$ cat config.mk
export PLATFORM = sky130hd
export DESIGN_NAME = crc32_reflected_byte_update_top
export DESIGN_NICKNAME = d
export VERILOG_FILES = /design/src/hdl/crc32rb_pkg.sv /design/src/hdl/crc32rb_front.sv /design/src/hdl/crc32rb_queue.sv /design/src/hdl/crc32rb_back.sv /design/src/hdl/crc32_reflected_byte_update_top.sv
export VERILOG_INCLUDE_DIRS = /design/src /design/src/hdl
export SDC_FILE = /design/constraint.sdc
export NUM_CORES = 1
export LEC_CHECK = 0
export ABC_AREA = 1
export BUFFER_PORTS_ARGS = -buffer_cell sky130_fd_sc_hd__buf_2
export CORE_ASPECT_RATIO = 2
export CORE_UTILIZATION = 45
export DETAILED_ROUTE_END_ITERATION = 12
export PLACE_DENSITY_LB_ADDON = 0.25
export SYNTH_ARGS = -nofsm -noshare
export SYNTH_HDL_FRONTEND = slang
export SYNTH_SLANG_ARGS = --single-unit
$ cat constraint.sdc
create_clock -name i_clk -period 3.06 [get_ports i_clk]
set_input_delay 0.612 -clock i_clk [delete_from_list [all_inputs] [get_ports i_clk]]
set_output_delay 0.612 -clock i_clk [all_outputs]
set_load 0.02 [all_outputs]
$ cat src/hdl/crc32_reflected_byte_update_top_macros.svh
// ----------------------------------------------------------------------------
// CRC-32 reflected byte update - assertion macros
// Shared concurrent assertion forms, clocked on i_clk, off during reset.
// ----------------------------------------------------------------------------
`ifndef CRC32_REFLECTED_BYTE_UPDATE_TOP_MACROS_SVH
`define CRC32_REFLECTED_BYTE_UPDATE_TOP_MACROS_SVH

// Same-cycle implication.
`define CRC_ASSERT_NOW(lbl, ante, cons, msg) \
    lbl: assert property (@(posedge i_clk) disable iff (!i_rst_n) (ante) |-> (cons)) \
        else $error(msg);

// Next-cycle implication.
`define CRC_ASSERT_NEXT(lbl, ante, cons, msg) \
    lbl: assert property (@(posedge i_clk) disable iff (!i_rst_n) (ante) |=> (cons)) \
        else $error(msg);

`endif

$ cat src/hdl/crc32rb_pkg.sv
// ----------------------------------------------------------------------------
// CRC-32 reflected byte update - package
// Types, register codes and the byte fold network shared by the block.
// ----------------------------------------------------------------------------
package crc32rb_pkg;

    localparam int unsigned CRC_W   = 32;
    localparam int unsigned BYTE_W  = 8;
    localparam int unsigned Q_DEPTH = 2;
    localparam int unsigned Q_PTR_W = 1;
    localparam int unsigned Q_CNT_W = 2;

    localparam logic [CRC_W-1:0] POLY_RESET = 32'hEDB8_8320;
    localparam logic [CRC_W-1:0] SEED_RESET = 32'h0000_0000;

    typedef enum logic [0:0] {
        REG_POLY = 1'b0,
        REG_SEED = 1'b1
    } t_reg_idx;

    // One queued byte with its message position.
    typedef struct packed {
        logic [BYTE_W-1:0] data_byte;
        logic              final_byte;
        logic              msg_start;
    } t_cmd;

    typedef struct packed {
        logic full;
        logic empty;
    } t_q_status;

    // Eight LSB-first shift/XOR steps.
    function automatic logic [CRC_W-1:0] crc_fold(
        input logic [CRC_W-1:0]  crc_in,
        input logic [BYTE_W-1:0] data,
        input logic [CRC_W-1:0]  poly
    );
        logic [CRC_W-1:0] crc;
        logic             out_bit;
        crc = crc_in;
        for (int k = 0; k < BYTE_W; k++) begin
            out_bit = crc[0] ^ data[k];
            crc     = {1'b0, crc[CRC_W-1:1]};
            if (out_bit) begin
                crc = crc ^ poly;
            end
        end
        return crc;
    endfunction

endpackage

$ cat src/hdl/crc32rb_front.sv
// ----------------------------------------------------------------------------
// CRC-32 reflected byte update - front end
// Accepts bytes and tags each with whether it opens a message.
// ----------------------------------------------------------------------------
module crc32rb_front (
    input  logic                            i_clk,
    input  logic                            i_rst_n,
    input  logic                            s_axis_tvalid,
    output logic                            s_axis_tready,
    input  logic [crc32rb_pkg::BYTE_W-1:0]  s_axis_tdata,   // [7:0] data_byte
    input  logic                            s_axis_tlast,   // final_byte
    input  crc32rb_pkg::t_q_status          i_q_status,
    output logic                            o_push,
    output crc32rb_pkg::t_cmd               o_cmd
);
    import crc32rb_pkg::*;

    logic r_start_pending;
    logic n_start_pending;

    assign s_axis_tready = !i_q_status.full;
    assign o_push        = s_axis_tvalid && !i_q_status.full;

    assign o_cmd.data_byte  = s_axis_tdata;
    assign o_cmd.final_byte = s_axis_tlast;
    assign o_cmd.msg_start  = r_start_pending;

    // A final byte arms the restart for the byte after it.
    always_comb begin
        n_start_pending = r_start_pending;
        if (o_push) begin
            n_start_pending = s_axis_tlast;
        end
    end

    always_ff @(posedge i_clk) begin
        if (!i_rst_n) begin
            r_start_pending <= 1'b1;
        end else begin
            r_start_pending <= n_start_pending;
        end
    end

endmodule

$ cat src/hdl/crc32rb_queue.sv
// ----------------------------------------------------------------------------
// CRC-32 reflected byte update - command queue
// Two-entry FIFO between front and back ends.
// ----------------------------------------------------------------------------
module crc32rb_queue (
    input  logic                    i_clk,
    input  logic                    i_rst_n,
    input  logic                    i_push,
    input  crc32rb_pkg::t_cmd       i_cmd,
    input  logic                    i_pop,
    output crc32rb_pkg::t_cmd       o_cmd,
    output crc32rb_pkg::t_q_status  o_status
);
    import crc32rb_pkg::*;

    t_cmd               r_mem [Q_DEPTH];
    logic [Q_PTR_W-1:0] r_wr_ptr;
    logic [Q_PTR_W-1:0] r_rd_ptr;
    logic [Q_CNT_W-1:0] r_count;
    logic [Q_CNT_W-1:0] n_count;
    logic               do_push;
    logic               do_pop;

    assign o_status.full  = (r_count == Q_CNT_W'(Q_DEPTH));
    assign o_status.empty = (r_count == '0);
    assign do_push        = i_push && !o_status.full;
    assign do_pop         = i_pop && !o_status.empty;
    assign o_cmd          = r_mem[r_rd_ptr];

    always_comb begin
        n_count = r_count;
        case ({do_push, do_pop})
            2'b10:   n_count = r_count + Q_CNT_W'(1);
            2'b01:   n_count = r_count - Q_CNT_W'(1);
            default: n_count = r_count;
        endcase
    end

    always_ff @(posedge i_clk) begin
        if (do_push) begin
            r_mem[r_wr_ptr] <= i_cmd;
        end
    end

    always_ff @(posedge i_clk) begin
        if (!i_rst_n) begin
            r_wr_ptr <= '0;
            r_rd_ptr <= '0;
            r_count  <= '0;
        end else begin
            if (do_push) begin
                r_wr_ptr <= r_wr_ptr + 1'b1;
            end
            if (do_pop) begin
                r_rd_ptr <= r_rd_ptr + 1'b1;
            end
            r_count <= n_count;
        end
    end

endmodule

$ cat src/hdl/crc32rb_back.sv
// ----------------------------------------------------------------------------
// CRC-32 reflected byte update - back end
// Folds queued bytes into the running CRC and holds the result register.
// ----------------------------------------------------------------------------
module crc32rb_back (
    input  logic                           i_clk,
    input  logic                           i_rst_n,
    input  logic [crc32rb_pkg::CRC_W-1:0]  i_poly,
    input  logic [crc32rb_pkg::CRC_W-1:0]  i_seed,
    input  crc32rb_pkg::t_cmd              i_cmd,
    input  crc32rb_pkg::t_q_status         i_q_status,
    output logic                           o_pop,
    output logic                           m_axis_tvalid,
    input  logic                           m_axis_tready,
    output logic [crc32rb_pkg::CRC_W-1:0]  m_axis_tdata,   // [31:0] crc_value
    output logic                           m_axis_tlast    // message_end
);
    import crc32rb_pkg::*;

    logic [CRC_W-1:0] r_running_crc;
    logic [CRC_W-1:0] r_out_crc;
    logic             r_out_last;
    logic             r_out_valid;
    logic [CRC_W-1:0] crc_base;
    logic [CRC_W-1:0] crc_next;

    // Take a command whenever the result slot is free or being drained.
    assign o_pop    = !i_q_status.empty && (!r_out_valid || m_axis_tready);
    assign crc_base = i_cmd.msg_start ? i_seed : r_running_crc;
    assign crc_next = crc_fold(crc_base, i_cmd.data_byte, i_poly);

    always_ff @(posedge i_clk) begin
        if (!i_rst_n) begin
            r_running_crc <= SEED_RESET;
        end else if (o_pop) begin
            r_running_crc <= crc_next;
        end
    end

    always_ff @(posedge i_clk) begin
        if (o_pop) begin
            r_out_crc  <= crc_next;
            r_out_last <= i_cmd.final_byte;
        end
    end

    always_ff @(posedge i_clk) begin
        if (!i_rst_n) begin
            r_out_valid <= 1'b0;
        end else if (o_pop) begin
            r_out_valid <= 1'b1;
        end else if (m_axis_tready) begin
            r_out_valid <= 1'b0;
        end
    end

    assign m_axis_tvalid = r_out_valid;
    assign m_axis_tdata  = r_out_crc;
    assign m_axis_tlast  = r_out_last;

endmodule

$ cat src/hdl/crc32_reflected_byte_update_top.sv
// ----------------------------------------------------------------------------
// CRC-32 reflected byte update - top level
// Running reflected CRC-32, one data byte per request, configurable
// polynomial and seed, no final XOR.
// ----------------------------------------------------------------------------
//
//  Channel   Direction  Payload                          Accept when
//  --------  ---------  -------------------------------  ---------------------------
//  s_axis    in         tdata[7:0] byte, tlast = final   s_axis_tvalid & s_axis_tready
//  m_axis    out        tdata[31:0] CRC, tlast = end     m_axis_tvalid & m_axis_tready
//  cfg       in         index 0 poly, 1 seed; data[31:0] i_cfg_valid & o_cfg_ready
//
//  One byte per cycle sustained while m_axis keeps accepting; a byte reaches
//  m_axis through the queue entry, then the fold register. The fold is the
//  combinational eight-step shift/XOR network, which sets the clock path.
//  Synchronous active-low reset: polynomial 0xEDB88320, seed 0, next byte
//  starts a message, queue and result register empty. No clearing pass.
//  A stalled m_axis holds its result; the two-entry queue keeps taking
//  bytes until full, then drops s_axis_tready.
//  The config channel is always ready; write it only while the block is idle.
//
`include "crc32_reflected_byte_update_top_macros.svh"

module crc32_reflected_byte_update_top (
    input  logic                           i_clk,
    input  logic                           i_rst_n,
    // byte input
    input  logic                           s_axis_tvalid,
    output logic                           s_axis_tready,
    input  logic [crc32rb_pkg::BYTE_W-1:0] s_axis_tdata,   // [7:0] data_byte
    input  logic                           s_axis_tlast,   // final_byte
    // CRC output
    output logic                           m_axis_tvalid,
    input  logic                           m_axis_tready,
    output logic [crc32rb_pkg::CRC_W-1:0]  m_axis_tdata,   // [31:0] crc_value
    output logic                           m_axis_tlast,   // message_end
    // register writes
    input  logic                           i_cfg_valid,
    output logic                           o_cfg_ready,
    input  logic                           i_cfg_index,
    input  logic [crc32rb_pkg::CRC_W-1:0]  i_cfg_data
);
    import crc32rb_pkg::*;

    logic [CRC_W-1:0] r_poly;
    logic [CRC_W-1:0] r_seed;
    logic             cfg_write;
    logic             push;
    logic             pop;
    t_cmd             front_cmd;
    t_cmd             queue_cmd;
    t_q_status        q_status;

    // Registers take a write in any cycle.
    assign o_cfg_ready = 1'b1;
    assign cfg_write   = i_cfg_valid && o_cfg_ready;

    always_ff @(posedge i_clk) begin
        if (!i_rst_n) begin
            r_poly <= POLY_RESET;
            r_seed <= SEED_RESET;
        end else if (cfg_write) begin
            unique case (t_reg_idx'(i_cfg_index))
                REG_POLY: r_poly <= i_cfg_data;
                REG_SEED: r_seed <= i_cfg_data;
                default:  r_poly <= r_poly;
            endcase
        end
    end

    // Front end: accept the byte and mark message starts.
    crc32rb_front u_front (
        .i_clk         (i_clk),
        .i_rst_n       (i_rst_n),
        .s_axis_tvalid (s_axis_tvalid),
        .s_axis_tready (s_axis_tready),
        .s_axis_tdata  (s_axis_tdata),
        .s_axis_tlast  (s_axis_tlast),
        .i_q_status    (q_status),
        .o_push        (push),
        .o_cmd         (front_cmd)
    );

    // Decouple intake from result drain.
    crc32rb_queue u_queue (
        .i_clk    (i_clk),
        .i_rst_n  (i_rst_n),
        .i_push   (push),
        .i_cmd    (front_cmd),
        .i_pop    (pop),
        .o_cmd    (queue_cmd),
        .o_status (q_status)
    );

    // Back end: fold and present the result.
    crc32rb_back u_back (
        .i_clk         (i_clk),
        .i_rst_n       (i_rst_n),
        .i_poly        (r_poly),
        .i_seed        (r_seed),
        .i_cmd         (queue_cmd),
        .i_q_status    (q_status),
        .o_pop         (pop),
        .m_axis_tvalid (m_axis_tvalid),
        .m_axis_tready (m_axis_tready),
        .m_axis_tdata  (m_axis_tdata),
        .m_axis_tlast  (m_axis_tlast)
    );

    // A final byte makes the next queued byte restart from the seed.
    `CRC_ASSERT_NEXT(a_restart_after_final, push && s_axis_tlast, front_cmd.msg_start,
        "byte after final byte not marked as message start")

    // A waiting command with a free result slot shows up on the output.
    `CRC_ASSERT_NEXT(a_drain_to_output, !q_status.empty && !m_axis_tvalid, m_axis_tvalid,
        "queued byte did not reach the result register")

    // Intake stalls only when the queue is full.
    `CRC_ASSERT_NOW(a_ready_when_room, !q_status.full, s_axis_tready,
        "input stalled while the queue has room")

endmodule

Word level (Yosys, flattened, before mapping) --
Memory sizes are Yosys's and may differ from the RTL's. A register that Yosys moved wholly into a read port is not among the register bits. Cells that the tools add are included.
Word-level totals: RAM bits 20, logic and storage cells 64, memories kept 1, output and inout port bits 36, input port bits 47, bits in registers 135
Memories:
- u_queue.r_mem | depth 2, bits a word 10, rd ports 1, clocked after Yosys merged registers in 1, wr ports 1, line crc32rb_queue.sv:16 | t_cmd r_mem [Q_DEPTH];
Cells by class: mux-type cells 16, add/subtract/negate cells 4, bitwise logic cells 17, equal/unequal tests 3, reduce and logical (&&, ||, !) cells 13
Operator list (number):
- $mux 32 | 9
- $xor 31x32->32 | 8
- $xor 1x1->1 | 8
- $mux 1 | 6
- $eq 2x2->1 const B | 2
- $logic_and 1x1->1 | 4
- $pmux 2 s2 | 1
- $reduce_and 2->1 | 2
- $reduce_bool 2->1 | 2
- $logic_not 1->1 | 3
- $add 1x1->1 const B | 2
- $add 2x1->2 const B | 1
- $eq 2x1->1 const B | 1
- $logic_not 2->1 | 1
- $sub 2x1->2 const B | 1
- $logic_or 1x1->1 | 1
- $not 1->1 | 1

Depth between registers and ports, before layout --
Gate-level depths: netlist of run 1.
depth after elaboration 17, gate-level depth with buffers 35, depth with buffers taken out 34

Hierarchy --
Synthesis of run 1 repeated with hierarchy kept, for this count alone.
Second synthesis, totals: cell total of the unflattened synthesis 1760, area, all modules 11349.6 um2
Modules (own cells, without submodules):
- crc32rb_back | instances 1, cells an instance 1347, area each 7785.0 um2, sequential area each 1651.6 um2
- crc32_reflected_byte_update_top | instances 1, cells an instance 325, area each 2452.4 um2, sequential area each 1281.2 um2
- crc32rb_queue | instances 1, cells an instance 71, area each 982.2 um2, sequential area each 700.7 um2
- crc32rb_front | instances 1, cells an instance 17, area each 130.1 um2, sequential area each 20.0 um2

Worst setup path after synthesis of run 1 --
No wires, ideal clock.
path kind reg-to-reg, start register with a tool-made name, end register u_back.r_out_crc[24] (netlist: u_back.m_axis_tdata[24]), data pin, slack -43 ps, required time 2808 ps, setup time 252 ps, arrival 2851 ps, clock period less this slack 3103 ps, cell stages (with the launch flop) 32, cell sequence dfxtp_1 > buf_6 > nand2_2 > nand2_4 > nand2_2 > nand3_2 > nand2_2 > nor2_2 > nand2_1 > nand2_1 > inv_1 > nand2_2 > nand3_1 > inv_1 > nand2_2 > nand2_4 > nand2_2 > nand2_2 > nand2_4 > nor2_2 > nand2_1 > nand2_4 > nand2_2 > nand2_4 > nand2_2 > nor2_2 > nand2_2 > nand2_4 > buf_6 > nand3_1 > nand2_1 > inv_1
RTL lines:
- to (signal assigned) | line crc32rb_back.sv:42 | r_out_crc <= crc_next;
- to (decl) | line crc32rb_back.sv:21 | logic [CRC_W-1:0] r_out_crc;

==> impl_metrics.env, run 1 <==
export IMPL_status="complete, but fails checks"
export IMPL_violations="setup timing"
export IMPL_ys_warn_count=0
export IMPL_antenna_left=0
export IMPL_reg2reg_depth=31
export IMPL_crit_path_top_delay_cell="edfxtp_1"
export IMPL_syn_inst=1788
export IMPL_dp_cells=2204
export IMPL_yosysMostFrequentCell="nand2_1"
export IMPL_ys_seq_elements=156
export IMPL_criticalPathCategory="reg2reg"
export IMPL_place_ws_ns=-0.481
export IMPL_setup_viol=64
export IMPL_design_area_um2=14200
export IMPL_grt_pass1_vias=11318
export IMPL_clock_latency_ns=0.46
export IMPL_totalWireLength_mm=35.6
export IMPL_fin_ws_ns=-0.686
export IMPL_synth_distinct_cells=35
export IMPL_synth_area_um2=11400
export IMPL_max_freq_ghz=0.267
export IMPL_finalClockSkew_ns=0.0118
export IMPL_crit_path_start_kind="flip-flop"
export IMPL_slew_headroom_pct=43.7
export IMPL_cp_data_required_time_ns=3.28
export IMPL_drive_gt1_share_pct=22.1
export IMPL_drtIter0Drc=664
export IMPL_dp_hpwl_mm=24.7
export IMPL_path_max_fanout=13
export IMPL_io_buffers=81
export IMPL_drv_cap=0
export IMPL_die_x_um=115
export IMPL_grt_use_total_pct=27.2
export IMPL_antennaDiodeCount=0
export IMPL_avgSynthCellArea_um2=6.40
export IMPL_vias=11727
export IMPL_netlist_area_leader_share_pct=18.1
export IMPL_clk_pin_slew_worst_paths_ns=0.07
export IMPL_cts_hold_buffers=0
export IMPL_areaGrowthSynthToFinish_pct=23.8
export IMPL_async_reset_ff_share_pct=0
export IMPL_fin_crit_sh_pct=122
export IMPL_gp_congestion=0.895
export IMPL_cts_root_buf="clkbuf_16"
export IMPL_ys_top_cells_by_area="nand2_1, dfxtp_1, edfxtp_1, nand3_1, inv_1"
export IMPL_critPathCaptureType="flip-flop"
export IMPL_finalNonFillerCells=2268
export IMPL_cts_made_buffers=17
export IMPL_finish_utilization_pct=56.6
export IMPL_routedWlPerCell_um=15.7
export IMPL_initial_core_util_pct=45.7
export IMPL_finalHoldViolations=0
export IMPL_fillCellCount=2440
export IMPL_tightest_slew_ns=0.842
export IMPL_worst_path_most_repeated_cell="nand2_4"
export IMPL_grt_pass1_wl_mm=54.5
export IMPL_synthTopCellsByCount="nand2_1, inv_1, nand3_1, o21ai_0, nor2_1"
export IMPL_synthFlopType="dfxtp_1"
export IMPL_dr_pass1_iters=5
export IMPL_syn_num_nets=1836
export IMPL_min_period_ns=3.75
export IMPL_drc=0
export IMPL_fp_dieArea_um2=26100
export IMPL_slew_violations=0
export IMPL_hold_path_class="in2reg"
export IMPL_grt_overflow_total=0
export IMPL_io_pins=83
export IMPL_synth_edff_count=53
export IMPL_htree_levels=4
export IMPL_cts_tree="done"
export IMPL_placed_area_um2=12500
export IMPL_cts_sinks=156
export IMPL_max_stage_delay_ns=0.46
export IMPL_cts_buffer_depth=2
export IMPL_final_nets=1967
export IMPL_core_area_um2=25000
export IMPL_antenna_found_initial=0
export IMPL_seq_area_frac_synth_pct=31.9
export IMPL_grt_setup_unrepaired="true"
export IMPL_holdPathStages=1
export IMPL_synth_top_area_cell="nand2_1"
export IMPL_cp_data_arrival_time_ns=3.96
export IMPL_grt_start_max_net_pins=101
export IMPL_vias_per_cell=5.17
export IMPL_rows=82
export IMPL_fp_dieH_um=228
## cell usage in the layout, fill, tap and decap left out, types with 14 or more instances in the layout
master,netlist,routed
buf_12,0,14
buf_4,19,109
clkbuf_16,0,20
xor2_1,59,58
o21ai_0,152,149
inv_1,229,220
dfxtp_1,103,102
o211ai_1,14,14
nand2_4,6,27
nand3_1,183,158
nand2_2,25,62
nand3_2,5,19
nor2_1,145,140
a21oi_1,53,50
edfxtp_1,53,53
buf_2,19,81
nand2_1,551,488
nand4_1,22,22
xnor2_1,36,35
## critical path: cells and delay by family, from the launching register on
| kind | cells | cell delay (ns) |
|---|---|---|
| XOR/XNOR | 1 | 0.15 |
| AND/OR/NAND/NOR | 22 | 2.13 |
| buffers and inverters | 7 | 0.64 |
| flip-flops | 1 | 0.46 |
| AO/OA/AOI/OAI | 1 | 0.11 |
## sequential cells by signal, summed over array words and instances (netlist names), named ones only
signal and flops:
u_back.m_axis_tdata 32, u_queue.r_count 2, r_poly 32, u_queue.r_mem 20, u_queue.r_rd_ptr 1, u_front.r_start_pending 1, r_seed 32, u_back.m_axis_tlast 1
u_back.r_running_crc 32, u_back.m_axis_tvalid 1, u_queue.r_wr_ptr 1
## per-stage QoR
step	hold slack (ns)	TNS [ns]
CTS	0.322	-18.15
global placement	0.438	-15.61
detailed placement	0.445	-21.90
floorplan	0.418	0
finish	0.345	-38.54
global route	0.333	-52.08
## layout make-up
class,instances,area [um^2],share of cell area (%)
tap,336,420,2.97
inverter,235,887,6.26
clock buffer,20,437,3.08
clock inverter,12,136,0.962
timing repair buffer,223,1800,12.7
sequential,156,3660,25.8
multi-input combinational,1286,6830,48.2
## cell families (layout without fill, tap and decap cells)
group | after synthesis | count (layout) | synth area share, %
mux | 2 | 2 | 0.175
other cells | 1 | 1 | 0.0328
flops | 156 | 156 | 31.9
fa+ha+maj | 1 | 1 | 0.109
buf+inv | 347 | 490 | 14.2
xor+xnor | 96 | 96 | 7.41
simple gates | 952 | 953 | 35.3
compound gates | 233 | 233 | 10.9
## path summary, 6_finish.rpt
path | slack (ns) | startpoint | end
setup / recovery | -0.69 | u_queue.r_mem[1][0]$_DFFE_PP_ | u_back.m_axis_tdata[24]$_DFFE_PP_
setup reg to reg | -0.69 | u_queue.r_mem[1][0]$_DFFE_PP_ | u_back.m_axis_tdata[24]$_DFFE_PP_
hold / removal | 0.35 | s_axis_tdata[4] | u_queue.r_mem[0][6]$_DFFE_PP_
hold reg to reg | 0.45 | u_queue.r_rd_ptr$_SDFFE_PN0P_ | u_queue.r_rd_ptr$_SDFFE_PN0P_
## layer usage
metal / wire length, um / global-route usage (%) / vias to the layer above
li1: - / - / 5865
met1: 12800 / 27.0 / 5424
met2: 19300 / 51.7 / 319
met3: 1210 / 4.07 / 119
met4: 2180 / 17.7 / 0
met5: 0 / 0 / -
## what timing repair did
action	in CTS	in global routing
cloned	2	5
gates resized for setup	78	102
setup buffers	16	10
pin swaps	22	31
endpoints found under the setup margin	64	64
Power of run 1 is not shown: default switching activity piles up to over one toggle a cycle in this logic, so the estimate is an artifact.
==> run 2: changes to the inputs <==
Settings changed: CORE_MARGIN set to 5, CTS_CLUSTER_SIZE set to 16, SETUP_SLACK_MARGIN set to 0.02.
==> impl_metrics.env, run 2 (synthesis results as in run 1) <==
export IMPL_status="complete, but fails checks"
export IMPL_violations="setup timing"
export IMPL_min_period_ns=3.54
export IMPL_worst_path_most_repeated_cell="nand2_4"
export IMPL_initial_core_util_pct=45.5
export IMPL_drive_gt1_share_pct=21.0
export IMPL_holdWs_ns=0.350
export IMPL_path_max_fanout=7
export IMPL_max_stage_delay_ns=0.45
export IMPL_met3_usage_pct=3.75
export IMPL_reg2reg_depth=32
export IMPL_grt_pass1_wl_mm=54.5
export IMPL_tightest_slew_ns=0.878
export IMPL_cts_root_buf="clkbuf_16"
export IMPL_r2r_end="u_back.m_axis_tdata[29]$_DFFE_PP_"
export IMPL_crit_path_top_delay_cell="edfxtp_1"
export IMPL_vias_per_cell=5.17
export IMPL_slew_headroom_pct=41.2
export IMPL_fp_dieH_um=236
export IMPL_fin_crit_sh_pct=116
export IMPL_gp_congestion=0.932
export IMPL_cts_made_buffers=17
export IMPL_grt_overflow_total=0
export IMPL_drv_cap=0
export IMPL_layout_commonest_cell="nand2_1"
export IMPL_finalClockSkew_ns=0.0118
export IMPL_totalWireLength_mm=35.0
export IMPL_worstHoldStart="s_axis_tdata[7]"
export IMPL_cp_data_required_time_ns=3.26
export IMPL_routedWlPerCell_um=15.4
export IMPL_core_area_um2=25100
export IMPL_drc=0
export IMPL_antennaDiodeCount=0
export IMPL_fp_dieArea_um2=28900
export IMPL_die_x_um=123
export IMPL_grt_use_met2_pct=45.6
export IMPL_grt_setup_unrepaired="true"
export IMPL_dp_hpwl_mm=24.8
export IMPL_final_setup_tns_ns=-26.34
export IMPL_vias=11735
export IMPL_critPathCaptureType="flip-flop"
export IMPL_grt_start_max_net_pins=53
export IMPL_r2r_setup_slack_ns=-0.48
export IMPL_place_ws_ns=-0.476
export IMPL_crit_path_start_kind="flip-flop"
export IMPL_grt_busiest_layer="met2"
export IMPL_cp_data_arrival_time_ns=3.74
export IMPL_clk_pin_slew_worst_paths_ns=0.06
export IMPL_setup_viol=64
export IMPL_areaGrowthSynthToFinish_pct=22.6
export IMPL_cts_hold_buffers=0
export IMPL_htree_levels=4
export IMPL_cts_buffer_depth=2
export IMPL_r2r_start="u_queue.r_mem[1][0]$_DFFE_PP_"
export IMPL_antenna_left=0
export IMPL_min_to="u_queue.r_mem[1][9]$_DFFE_PP_"
export IMPL_finalHoldViolations=0
export IMPL_fillCellCount=2408
export IMPL_mostFrequentLayoutCells="nand2_1, inv_1, nand3_1"
export IMPL_slew_violations=0
export IMPL_criticalPathCategory="reg2reg"
export IMPL_dr_pass1_iters=6
export IMPL_fin_ws_ns=-0.484
export IMPL_grt_use_total_pct=23.9
export IMPL_use_met1_pct=23.3
export IMPL_cts_sinks=156
export IMPL_final_nets=1969
export IMPL_io_buffers=81
export IMPL_max_freq_ghz=0.282
export IMPL_holdPathStages=1
export IMPL_antenna_found_initial=0
export IMPL_grt_pass1_vias=11108
export IMPL_drtIter0Drc=773
export IMPL_clock_latency_ns=0.46
export IMPL_cts_tree="done"
export IMPL_io_pins=83
export IMPL_hold_path_class="in2reg"
export IMPL_rows=82
## run 2: cell count changes in the layout (fill, tap and decap cells not counted), moves of 4 or more
cell,delta
nand2_1,+16
nand3_1,+5
nor2_2,+5
nand3_2,-4
nor2_1,-4
nand2_2,-9
buf_12,-4
nand2_4,-5
## run 2: area by class of cell
cell class	count	area, um^2	share of cell area, %
inverters	235	887	6.32
well taps	336	420	3.00
flip-flops and latches	156	3660	26.1
multi-input cells	1285	6680	47.6
clock inverters	10	116	0.829
clock buffers	22	465	3.32
repair buffers	226	1800	12.9
## run 2: worst max path at each step
| stage | start | end | slack (ns) | cells after the start |
|---|---|---|---|---|
| after CTS | flip-flop | u_back.m_axis_tdata[20]$_DFFE_PP_ | -0.37 | 30 |
| after floorplan | flip-flop | u_back.m_axis_tdata[7]$_DFFE_PP_ | 0.01 | 29 |
| final | u_queue.r_mem[1][0]$_DFFE_PP_ | u_back.m_axis_tdata[29]$_DFFE_PP_ | -0.48 | 32 |
| after global placement | u_queue.r_mem[0][0]$_DFFE_PP_ | u_back.m_axis_tdata[1]$_DFFE_PP_ | -0.38 | 31 |
| after global routing | u_queue.r_mem[0][0]$_DFFE_PP_ | u_back.r_running_crc[7]$_SDFFE_PN0P_ | -0.73 | 33 |
| after detailed placement | u_queue.r_mem[1][0]$_DFFE_PP_ | u_back.m_axis_tdata[1]$_DFFE_PP_ | -0.48 | 31 |
## run 2: what timing repair did
item / CTS / global route
resized for setup: 101 / 44
setup buffers: 28 / 4
setup endpoints to repair: 64 / 64
cloned: 3 / 3
pin swaps: 56 / 24
## run 2: worst max-delay path: cells and delay by family (launching register included)
| kind | cells | cell delay [ns] |
|---|---|---|
| buffers and inverters | 5 | 0.59 |
| DFF | 1 | 0.45 |
| and+or+nand+nor | 27 | 2.25 |
## run 2: stage by stage
stage | util (%) | cells | area (um^2)
global route | 55.8 | 2270 | 14000
detailed placement | 49.9 | 2204 | 12500
CTS | 54.8 | 2264 | 13800
global placement | 49.9 | 2204 | 12500
finish | 55.8 | 2270 | 14000
floorplan | - | 1788 | 11500
## run 2: metal layers
| layer | part of all wire (%) | routed length, um | vias up |
|---|---|---|---|
| met4 | 5.2 | 1810 | 0 |
| met2 | 55 | 19300 | 316 |
| met3 | 4.3 | 1510 | 119 |
| met5 | 0 | 0 | - |
| li1 | - | - | 5868 |
| met1 | 35 | 12300 | 5432 |
Power of run 2 is left out for the same reason.
